## config.mk

```make
export PLATFORM = sky130hd
export DESIGN_NAME = telemetry_frame_parser
export DESIGN_NICKNAME = d
export VERILOG_FILES = /design/src/rtl/tfp_pkg.sv /design/src/rtl/tfp_payload_mem.sv /design/src/rtl/tfp_sequencer.sv /design/src/rtl/telemetry_frame_parser.sv
export SDC_FILE = /design/constraint.sdc
export NUM_CORES = 1
export LEC_CHECK = 0
export BUFFER_PORTS_ARGS = -buffer_cell sky130_fd_sc_hd__buf_2
export CORE_ASPECT_RATIO = 0.6
export CORE_MARGIN = 1.5
export CORE_UTILIZATION = 35
export DETAILED_ROUTE_END_ITERATION = 8
export GPL_ROUTABILITY_DRIVEN = 0
export GPL_TIMING_DRIVEN = 0
export PLACE_DENSITY = 0.6
export SYNTH_ARGS = -nofsm -noshare
export SYNTH_HDL_FRONTEND = slang
export SYNTH_SLANG_ARGS = --single-unit
```

## constraint.sdc

```tcl
create_clock -name clk -period 3.41 [get_ports clk]
set_input_delay 0.1705 -clock clk [delete_from_list [all_inputs] [get_ports clk]]
set_output_delay 0.1705 -clock clk [all_outputs]
set_load 0.02 [all_outputs]
```

## src/rtl/tfp_pkg.sv

```systemverilog
// ----------------------------------------------------------------------------
// tfp_pkg
// Shared constants, types and helpers of the telemetry frame parser.
// ----------------------------------------------------------------------------
package tfp_pkg;

	localparam int CELL_COUNT  = 6;
	localparam int STORE_DEPTH = 2 * CELL_COUNT + 9;
	localparam int ADDR_W      = $clog2(STORE_DEPTH);
	localparam int COUNT_W     = 5;
	localparam int INDEX_W     = 4;
	localparam int VALUE_W     = 17;

	localparam logic [7:0] HDR_CURRENT     = 8'h61;
	localparam logic [7:0] HDR_TEMPERATURE = 8'h62;
	localparam logic [7:0] HDR_BATTERY     = 8'h63;
	localparam logic [7:0] HDR_SPEED       = 8'h64;
	localparam logic [7:0] END_MARK        = 8'h3B;

	localparam logic [1:0] KIND_CURRENT     = 2'd0;
	localparam logic [1:0] KIND_TEMPERATURE = 2'd1;
	localparam logic [1:0] KIND_BATTERY     = 2'd2;
	localparam logic [1:0] KIND_SPEED       = 2'd3;

	localparam logic [COUNT_W-1:0] SIZE_CURRENT     = COUNT_W'(4);
	localparam logic [COUNT_W-1:0] SIZE_TEMPERATURE = COUNT_W'(8);
	localparam logic [COUNT_W-1:0] SIZE_BATTERY     = COUNT_W'(STORE_DEPTH);
	localparam logic [COUNT_W-1:0] SIZE_SPEED       = COUNT_W'(2);
	localparam logic [COUNT_W-1:0] DEPTH_C          = COUNT_W'(STORE_DEPTH);

	// battery: cell voltages plus four 16-bit words, then the charge byte
	localparam logic [INDEX_W-1:0] BATT_WORDS = INDEX_W'(CELL_COUNT + 4);

	// per-field control from the sequencer to the word assembler
	typedef struct packed {
		logic               cap_hi;
		logic               cap_word;
		logic               cap_charge;
		logic               is_signed;
		logic [1:0]         kind;
		logic [INDEX_W-1:0] index;
		logic               last;
	} emit_ctl_t;

	function automatic logic [COUNT_W-1:0] kind_size(input logic [1:0] kind);
		logic [COUNT_W-1:0] s;
		unique case (kind)
			KIND_CURRENT:     s = SIZE_CURRENT;
			KIND_TEMPERATURE: s = SIZE_TEMPERATURE;
			KIND_BATTERY:     s = SIZE_BATTERY;
			default:          s = SIZE_SPEED;
		endcase
		return s;
	endfunction

endpackage

```

## src/rtl/tfp_payload_mem.sv

```systemverilog
// ----------------------------------------------------------------------------
// tfp_payload_mem
// Payload byte store: one write port, one read port with registered data.
// ----------------------------------------------------------------------------
module tfp_payload_mem
	import tfp_pkg::*;
(
	input  logic              clk,
	input  logic              we,
	input  logic [ADDR_W-1:0] waddr,
	input  logic [7:0]        wdata,
	input  logic              re,
	input  logic [ADDR_W-1:0] raddr,
	output logic [7:0]        rdata
);

	logic [7:0] mem_q [STORE_DEPTH];
	logic [7:0] rdata_q;

	always_ff @(posedge clk) begin
		if (we) begin
			mem_q[waddr] <= wdata;
		end
		if (re) begin
			rdata_q <= mem_q[raddr];
		end
	end

	assign rdata = rdata_q;

endmodule

```

## src/rtl/tfp_sequencer.sv

```systemverilog
// ----------------------------------------------------------------------------
// tfp_sequencer
// Frame parser and field emission sequencer around the payload store.
// ----------------------------------------------------------------------------
module tfp_sequencer
	import tfp_pkg::*;
(
	input  logic              clk,
	input  logic              arst_n,
	input  logic              in_valid,
	output logic              in_ready,
	input  logic [7:0]        data_byte,
	output logic              out_valid,
	input  logic              out_ready,
	output logic              mem_we,
	output logic [ADDR_W-1:0] mem_waddr,
	output logic              mem_re,
	output logic [ADDR_W-1:0] mem_raddr,
	output emit_ctl_t         ctl
);

	typedef enum logic [2:0] {
		ST_HEADER,
		ST_PAYLOAD,
		ST_TERM,
		ST_DISCARD,
		ST_RD_HI,
		ST_RD_LO,
		ST_WORD,
		ST_OUT
	} state_t;

	state_t             state_q;
	logic [1:0]         kind_q;
	logic [COUNT_W-1:0] count_q;
	logic [INDEX_W-1:0] field_q;

	logic               accept;
	logic [COUNT_W-1:0] count_nxt;
	logic               is_charge;
	logic [INDEX_W-1:0] words;
	logic [INDEX_W+1:0] pos_hi;
	logic [INDEX_W+1:0] pos_lo;

	assign in_ready  = (state_q == ST_HEADER) || (state_q == ST_PAYLOAD) ||
	                   (state_q == ST_TERM) || (state_q == ST_DISCARD);
	assign accept    = in_valid && in_ready;
	assign out_valid = (state_q == ST_OUT);
	assign count_nxt = count_q + COUNT_W'(1);

	// store payload bytes as they arrive
	assign mem_we    = accept && (state_q == ST_PAYLOAD) && (count_q < DEPTH_C);
	assign mem_waddr = count_q[ADDR_W-1:0];

	assign is_charge = (kind_q == KIND_BATTERY) && (field_q == BATT_WORDS);
	assign words     = INDEX_W'(kind_size(kind_q) >> 1);
	assign pos_hi    = {1'b0, field_q, 1'b0};
	assign pos_lo    = {1'b0, field_q, 1'b1};

	always_comb begin
		mem_re    = 1'b0;
		mem_raddr = pos_hi[ADDR_W-1:0];
		if (state_q == ST_RD_HI) begin
			mem_re = 1'b1;
		end else if (state_q == ST_RD_LO && !is_charge) begin
			mem_re    = 1'b1;
			mem_raddr = pos_lo[ADDR_W-1:0];
		end
	end

	always_comb begin
		ctl.cap_hi     = (state_q == ST_RD_LO) && !is_charge;
		ctl.cap_charge = (state_q == ST_RD_LO) && is_charge;
		ctl.cap_word   = (state_q == ST_WORD);
		ctl.is_signed  = (kind_q == KIND_CURRENT) || (kind_q == KIND_TEMPERATURE);
		ctl.kind       = kind_q;
		ctl.index      = field_q;
		if (kind_q == KIND_BATTERY) begin
			ctl.last = is_charge;
		end else begin
			ctl.last = (field_q == words - INDEX_W'(1));
		end
	end

	always_ff @(posedge clk or negedge arst_n) begin
		if (!arst_n) begin
			state_q <= ST_HEADER;
			kind_q  <= KIND_CURRENT;
			count_q <= '0;
			field_q <= '0;
		end else begin
			unique case (state_q)
				ST_HEADER: begin
					if (accept) begin
						if (data_byte >= HDR_CURRENT && data_byte <= HDR_SPEED) begin
							kind_q  <= data_byte[1:0] - HDR_CURRENT[1:0];
							count_q <= '0;
							state_q <= ST_PAYLOAD;
						end else if (data_byte != END_MARK) begin
							state_q <= ST_DISCARD;
						end
					end
				end
				ST_PAYLOAD: begin
					if (accept) begin
						count_q <= count_nxt;
						if (count_nxt >= kind_size(kind_q)) begin
							state_q <= ST_TERM;
						end
					end
				end
				ST_TERM: begin
					if (accept) begin
						if (data_byte == END_MARK) begin
							field_q <= '0;
							state_q <= ST_RD_HI;
						end else begin
							state_q <= ST_DISCARD;
						end
					end
				end
				ST_DISCARD: begin
					if (accept && data_byte == END_MARK) begin
						state_q <= ST_HEADER;
					end
				end
				ST_RD_HI: begin
					state_q <= ST_RD_LO;
				end
				ST_RD_LO: begin
					state_q <= is_charge ? ST_OUT : ST_WORD;
				end
				ST_WORD: begin
					state_q <= ST_OUT;
				end
				ST_OUT: begin
					if (out_ready) begin
						if (ctl.last) begin
							state_q <= ST_HEADER;
						end else begin
							field_q <= field_q + INDEX_W'(1);
							state_q <= ST_RD_HI;
						end
					end
				end
				default: begin
					state_q <= ST_HEADER;
				end
			endcase
		end
	end

endmodule

```

## src/rtl/telemetry_frame_parser.sv

```systemverilog
// ----------------------------------------------------------------------------
// telemetry_frame_parser
// Telemetry byte stream parser that emits decoded packet fields.
// ----------------------------------------------------------------------------
// Usage:
//   Input channel (in_valid/in_ready, data_byte) takes one stream byte per
//   word. A header byte 'a'..'d' opens a frame; its data bytes and a ';'
//   terminator follow. Each byte is taken in one cycle while the block parses.
//   Output channel (out_valid/out_ready) carries one decoded field per word:
//   packet_kind, field_index, field_value and last_field.
//   Field emission: after the terminator is taken, each field passes
//   through the payload store's single read port (high byte, low byte,
//   assemble) and then the output register; the next field's reads start
//   only once the receiver has taken the current one. The charge field of
//   a battery frame needs only the high-byte read. in_ready is low for the
//   whole emission run and rises the cycle after the last field is taken.
//   A stalled receiver holds the current field steady; the sequencer waits.
//   Reset clears the parse state to waiting for a header; the payload store
//   is not cleared, every byte is written before it is read.
// ----------------------------------------------------------------------------
module telemetry_frame_parser
	import tfp_pkg::*;
(
	input  logic                      clk,
	input  logic                      arst_n,
	input  logic                      in_valid,
	output logic                      in_ready,
	input  logic [7:0]                data_byte,
	output logic                      out_valid,
	input  logic                      out_ready,
	output logic [1:0]                packet_kind,
	output logic [INDEX_W-1:0]        field_index,
	output logic signed [VALUE_W-1:0] field_value,
	output logic                      last_field
);

	logic              mem_we;
	logic [ADDR_W-1:0] mem_waddr;
	logic              mem_re;
	logic [ADDR_W-1:0] mem_raddr;
	logic [7:0]        mem_rdata;
	emit_ctl_t         ctl;

	logic [7:0]                hi_q;
	logic [1:0]                kind_q;
	logic [INDEX_W-1:0]        index_q;
	logic signed [VALUE_W-1:0] value_q;
	logic                      last_q;

	tfp_sequencer u_seq (
		.clk       (clk),
		.arst_n    (arst_n),
		.in_valid  (in_valid),
		.in_ready  (in_ready),
		.data_byte (data_byte),
		.out_valid (out_valid),
		.out_ready (out_ready),
		.mem_we    (mem_we),
		.mem_waddr (mem_waddr),
		.mem_re    (mem_re),
		.mem_raddr (mem_raddr),
		.ctl       (ctl)
	);

	tfp_payload_mem u_mem (
		.clk   (clk),
		.we    (mem_we),
		.waddr (mem_waddr),
		.wdata (data_byte),
		.re    (mem_re),
		.raddr (mem_raddr),
		.rdata (mem_rdata)
	);

	// Assemble one big-endian field: hold the high byte, then join the low
	// byte and extend. The output register is loaded only while out_valid is
	// low, so a stalled word never changes.
	always_ff @(posedge clk) begin
		if (ctl.cap_hi) begin
			hi_q <= mem_rdata;
		end
		if (ctl.cap_word) begin
			value_q <= {ctl.is_signed & hi_q[7], hi_q, mem_rdata};
			kind_q  <= ctl.kind;
			index_q <= ctl.index;
			last_q  <= ctl.last;
		end else if (ctl.cap_charge) begin
			// charge byte: zero-extend
			value_q <= {{(VALUE_W-8){1'b0}}, mem_rdata};
			kind_q  <= ctl.kind;
			index_q <= ctl.index;
			last_q  <= ctl.last;
		end
	end

	assign packet_kind = kind_q;
	assign field_index = index_q;
	assign field_value = value_q;
	assign last_field  = last_q;

endmodule

```

Word level (Yosys, flattened, before mapping). Memories as Yosys holds them, arrays and structs flattened. A register that Yosys moved wholly into a read port is not among the register bits. Index checks and enable logic that the tools add are counted.

Bits in writable memories: 168. Memories kept: 1. Register bits after elaboration: 46. Logic and storage cells: 103.

Reductions and logical operators: 22. Muxes and demuxes: 39. Add/sub/neg operators: 4. Eq/ne operators: 23. Magnitude comparators: 4. Bitwise operators: 1.

Memory list: u_mem.mem_q (words 21, width 8, rd ports 1, clocked after memory_dff 1, write ports 1, line tfp_payload_mem.sv:17) `logic [7:0] mem_q [STORE_DEPTH];`.

Operator list (number): two-way mux 17 bit (2); two-way mux 3 bit (10); two-way mux 5 bit (5); two-way mux 4 bit (6); one-hot mux 3 bit (8 select lines) (1); one-hot mux 5 bit (3 select lines) (1); equality test 3 bit, second input constant (4); two-way mux 1 bit (10); != test 2 bit, second input constant (5); one-hot mux 5 bit (2 select lines) (1); equality test 8 x 6 -> 1 bit, second input constant (1); >= comparator 8 x 7 -> 1 bit, second input constant (1); <= comparator 8 x 7 -> 1 bit, second input constant (1); logical AND 1 bit (8); != test 2 x 1 -> 1 bit, second input constant (4); != test 8 x 6 -> 1 bit, second input constant (1); one-hot mux 4 bit (2 select lines) (1); AND reduction 7 bit (1); equality test 3 x 2 -> 1 bit, second input constant (2); nonzero test 2 bit (3); adder 5 x 1 -> 5 bit, second input constant (1); >= comparator 5 bit (1); less-than comparator 5 bit, second input constant (1); AND reduction 5 bit (1); 17 further kinds (21).

Logic depth before layout (Yosys ltp).
Depth after elaboration: 11. Gate-level depth with buffers: 11. Depth with buffers taken out: 9.

Modules after synthesis. Synthesis repeated with hierarchy kept, for this count alone.

Cell total of the unflattened synthesis: 572. Area total of the unflattened synthesis: 9307.7 um^2.

Modules (own cells, without submodules): tfp_payload_mem (area each 6924.1 um^2, sequential area each 5285.1 um^2, cells an instance 372, times used 1); tfp_sequencer (area each 1350.0 um^2, sequential area each 350.3 um^2, cells an instance 158, times used 1); telemetry_frame_parser (area each 1033.5 um^2, sequential area each 960.9 um^2, cells an instance 42, times used 1).

Least setup slack after synthesis. OpenSTA, ideal clock, no wires.

Path kind: register to register. Start point: register u_seq.state_q[0]. End point: memory u_mem.mem_q[3][0], enable pin. Path buffers: 2. Setup slack: 1055 ps. Arrival: 1972 ps. Data required time: 3027 ps. Cell stages (with the launch flop): 7. Setup time: 383 ps. Cell sequence: dfrtp_1 > clkbuf_1 > clkbuf_1 > nand3_1 > nor2_1 > nand2_1 > nor3_1.

Longest elaborated chain between the ends: 9. Elaborated cells between the ends (all ways): 12.

RTL lines: start: declaration (line tfp_sequencer.sv:33) `state_t state_q;`; start signal: assignment (line tfp_sequencer.sv:131) `state_q <= is_charge ? ST_OUT : ST_WORD;`; equality test 3 x 1 -> 1 bit or zero test 3 bit (tied branches) (line tfp_sequencer.sv:45, tfp_sequencer.sv:52); logical OR 1 bit (2 in series) (line tfp_sequencer.sv:45) `assign in_ready = (state_q == ST_HEADER) || (state_q == ST_PAYLOAD) ||`; logical OR 1 bit (line tfp_sequencer.sv:46) `(state_q == ST_TERM) || (state_q == ST_DISCARD);`; logical AND 1 bit (line tfp_sequencer.sv:47) `assign accept = in_valid && in_ready;`; logical AND 1 bit * (2 in series) (line tfp_sequencer.sv:52) `assign mem_we = accept && (state_q == ST_PAYLOAD) && (count_q < DEPTH_C);`; two-way mux 1 bit * (line tfp_payload_mem.sv:21) `if (we) begin`; two-way mux 1 bit (not written as such) * (line tfp_payload_mem.sv:22) `mem_q[waddr] <= wdata;`; end: declaration (line tfp_payload_mem.sv:17).

Every way passes the cells marked *; elsewhere a longest branch is shown, timed or not.

Worst setup path in the final report.
Start point: register u_seq.state_q[0]. End point: memory u_mem.mem_q[1][4], enable pin.

Same word-level chain as after synthesis.

==> metrics.md <==
| Metric | Value |
|---|---|
| Hold Path Stages | `4` |
| Utilization after layout | `0.413` |
| Combinational power share | `0.249` |
| Std cell rows | `45` |
| DRC Markers | `0` |
| Sw Pwr | `2.27 mW` |
| Sw Ratio | `0.306` |
| Peak supply drop | `0.000336 V` |
| Clk pwr share | `0.288` |
| CTS Buf Count | `21` |
| Post-synth top cells | `208 x edfxtp_1, 50 x nand2_1, 47 x nor2_1, 29 x a21oi_1, 29 x mux2i_1` |
| Hold Crit Class | `input pin to flop` |
| CTS H-tree lvls | `1` |
| Period utilisation layout | `0.945` |
| Area contributors post-synth | `edfxtp_1 67%, dfrtp_1 3.8%, mux2i_1 3.1%` |
| Area leader, netlist | `edfxtp_1` |
| Overflow after GRT | `0` |
| Ys flop type | `edfxtp_1` |
| Core area | `25,700 sq um` |
| Minimum hold slack | `0.0324 ns` |
| Actual slew at the worst max-slew pin | `1.22 ns` |
| Post-layout min period | `3.22 ns` |
| Avg Inst Size Synth | `15.3 sq um` |
| Clk slew on worst S/H paths | `0.07 ns` |
| Die area | `27,600 sq um` |
| Vias | `5,522` |
| Max Root-Sink Buffers | `3` |
| Synth Net Count | `636` |
| Fin. max-slew vios | `0` |
| Layout area overhead | `13.9%` |
| Drt wl/cell | `21.0 microns` |
| Antenna-violating nets left | `0` |
| Total Routed Length | `21,800 microns` |
| Worst Hold Launch | `out_ready` |
| WS Path Type | `flop to flop` |
| Antenna violations before repair | `0` |
| Max-cap violations | `0` |
| GRT Util Overall | `0.163` |
| Fmax | `310 MHz` |
| Clk sinks | `222` |
| RR Startpoint | `u_seq.state_q[0]$_DFFE_PN0P_` |
| Top-count cell post-synth | `edfxtp_1` |
| Clock skew | `0.0129 ns` |
| Final setup vio count | `0` |
| Routing usage on met3 | `0.0441` |
| Post-synth EDFFs | `208` |
| CTS tree | `yes` |
| Starting DRT DRC Count | `603` |
| Number of synthesized register bits | `222` |
| Post-synth cell types | `59` |
| Int Power | `5.13 mW` |
| Synthesized netlist cell count | `609` |
| Hold Path Sink | `u_seq.state_q[2]$_DFFE_PN0P_` |
| Status | `finished, final reports clean` |
| Crit. End Element | `flop` |
| Register area share after synthesis | `0.709` |
| First-pass GRT wire length | `32,500 microns` |
| Crit Path Max Fanout | `10` |
| Ys async rst share | `0.0631` |
| Insertion delay to the later sink of the worst-skew pair | `0.51 ns` |
| Share of layout cells above drive strength 1 | `0.159` |
| DP HPWL | `15,200 microns` |
| Critical path launch point type | `flop` |
| Required time of the critical path | `3.54 ns` |
| R2R depth | `6` |
| N_diodes | `0` |
| WP data arrival | `3.35 ns` |
| Worst slew margin | `0.181` |
| Vias per cell | `5.31` |
| Largest net degree at the start of global routing | `26` |
| Global route hottest layer | `met1` |
| I/O Buffers | `37` |
| Nets | `700` |
| Initial Util | `0.362` |
| First-pass DRT Iterations | `5` |
| IO Count | `38` |
| Die Ht | `129 microns` |
| GR Util met1 | `0.259` |
| CTS root buf | `clkbuf_16` |
| Post-synth design cell area | `9300 sq um` |
| LEAKAGE | `3.73 nW` |
| Seq pwr share | `0.463` |
| R2R Path End | `u_mem.mem_q[1][4]$_DFFE_PP_` |
| RSZ-0062 raised after global routing | `true` |
| Final hold violations | `0` |
| Post-synth top area share | `0.672` |
| Die Wd | `213 microns` |
| FF-to-FF setup slack | `0.19 ns` |
| Syn. warnings | `0` |
| Global routing usage on met2 | `0.219` |
| Power Dens Cells | `698 nW/um^2` |
| Vias in the first global route | `5,168` |
[stage by stage]
stage / TNS, ns / setup slack [ns] / power (mW) / cell area [sq um] / cells
final: 0 / 0.188 / 7.40 / 10600 / 1039
after global routing: -0.332 / -0.0326 / 7.70 / 10600 / 1039
after CTS: 0 / 0.138 / 7.37 / 10600 / 1036
after detailed placement: -2.75 / -0.154 / 5.26 / 9930 / 998
after global placement: -0.249 / -0.0187 / 5.23 / 9930 / 998
after floorplan: 0 / 1.05 / 4.66 / 9300 / 609
[critical path, stage by stage (launching register included)]
cell and delay [ns]:
dfrtp_1 0.52, clkbuf_1 0.42, clkbuf_1 0.46, nand3_1 0.26, nor2_1 0.28, nand2_1 0.23
nor3_2 0.66
[cells in the final DEF, fill, tap and decap left out, types with 9 or more instances in the layout]
cell       instances
mux2_2            11
buf_2             42
dfrtp_1           14
clkbuf_16         21
clkbuf_1          24
edfxtp_1         208
o22ai_1           24
ha_1              15
nand3_1           10
a21oi_1           29
and3_1            12
and2_1            13
a211o_1            9
nand2_1           50
inv_1              9
nor2_1            45
mux2i_1           29
[how the worst max path moves through the flow]
stage | from | endpoint | slack [ns] | cells past startpoint
6_report | u_seq.state_q[0]$_DFFE_PN0P_ | u_mem.mem_q[1][4]$_DFFE_PP_ | 0.19 | 6
5_1_grt | u_seq.state_q[0]$_DFFE_PN0P_ | u_mem.mem_q[1][3]$_DFFE_PP_ | -0.03 | 6
4_1_cts | u_seq.field_q[0]$_DFFE_PN0P_ | u_mem.rdata[0]$_DFFE_PP_ | 0.14 | 10
3_5_place_dp | u_seq.state_q[0]$_DFFE_PN0P_ | u_mem.mem_q[0][7]$_DFFE_PP_ | -0.15 | 6
3_3_place_gp | u_seq.state_q[0]$_DFFE_PN0P_ | u_mem.mem_q[0][0]$_DFFE_PP_ | -0.02 | 6
2_1_floorplan | u_seq.state_q[0]$_DFFE_PN0P_ | u_mem.mem_q[3][0]$_DFFE_PP_ | 1.05 | 6
[power groups by stage]
stage,combinational [mW],clock [mW],sequential [mW]
after floorplan,1.04,0,3.62
after global placement,1.75,0,3.48
after detailed placement,1.77,0,3.49
after CTS,1.78,2.16,3.43
after global routing,1.97,2.27,3.46
final,1.84,2.13,3.43
[final cells by class]
class                      instances  area [sq um]
sequential                       222          6600
multi-input combinational        347          2530
fill                            2356         15100
clock buffer                      25           541
timing repair buffer              41           230
tap                              352           440
buffer                            30           165
inverter                          10          37.5
clock inverter                    12          58.8
[kinds of logic after synthesis]
family                     count (synthesis)  share of synthesized area
DFF                                      222                      0.709
and+or+nand+nor                          174                     0.0982
AOI/OAI and AO/OA                        106                     0.0796
muxes                                     48                     0.0671
buffers and inverters                     40                     0.0218
adders and majority gates                 15                     0.0202
xor gates and xnor gates                   4                    0.00377
[timing repair]
action / CTS / global route
buffers inserted: 0 / 3
hold endpoints to repair: 14 / 0
gates resized for setup: 4 / 2
pin swaps: 0 / 1
hold buffers: 1 / 0
setup endpoints to repair: 32 / 23
[per-layer routing]
layer	part of all wire	vias up
met3	0.094	26
met2	0.39	241
met5	0	-
met4	0.016	0
li1	-	2486
met1	0.50	2769
[sequential cells by signal, summed over array words and instances (netlist names)]
signal and cells:
u_mem.mem_q 168, u_seq.kind_q 2, packet_kind 2, hi_q 8, last_field 1, u_seq.mem_waddr 5, u_seq.state_q 3, u_mem.rdata 8
field_value 17, field_index 4, u_seq.field_q 4
Power figures use the tool's default switching activity.
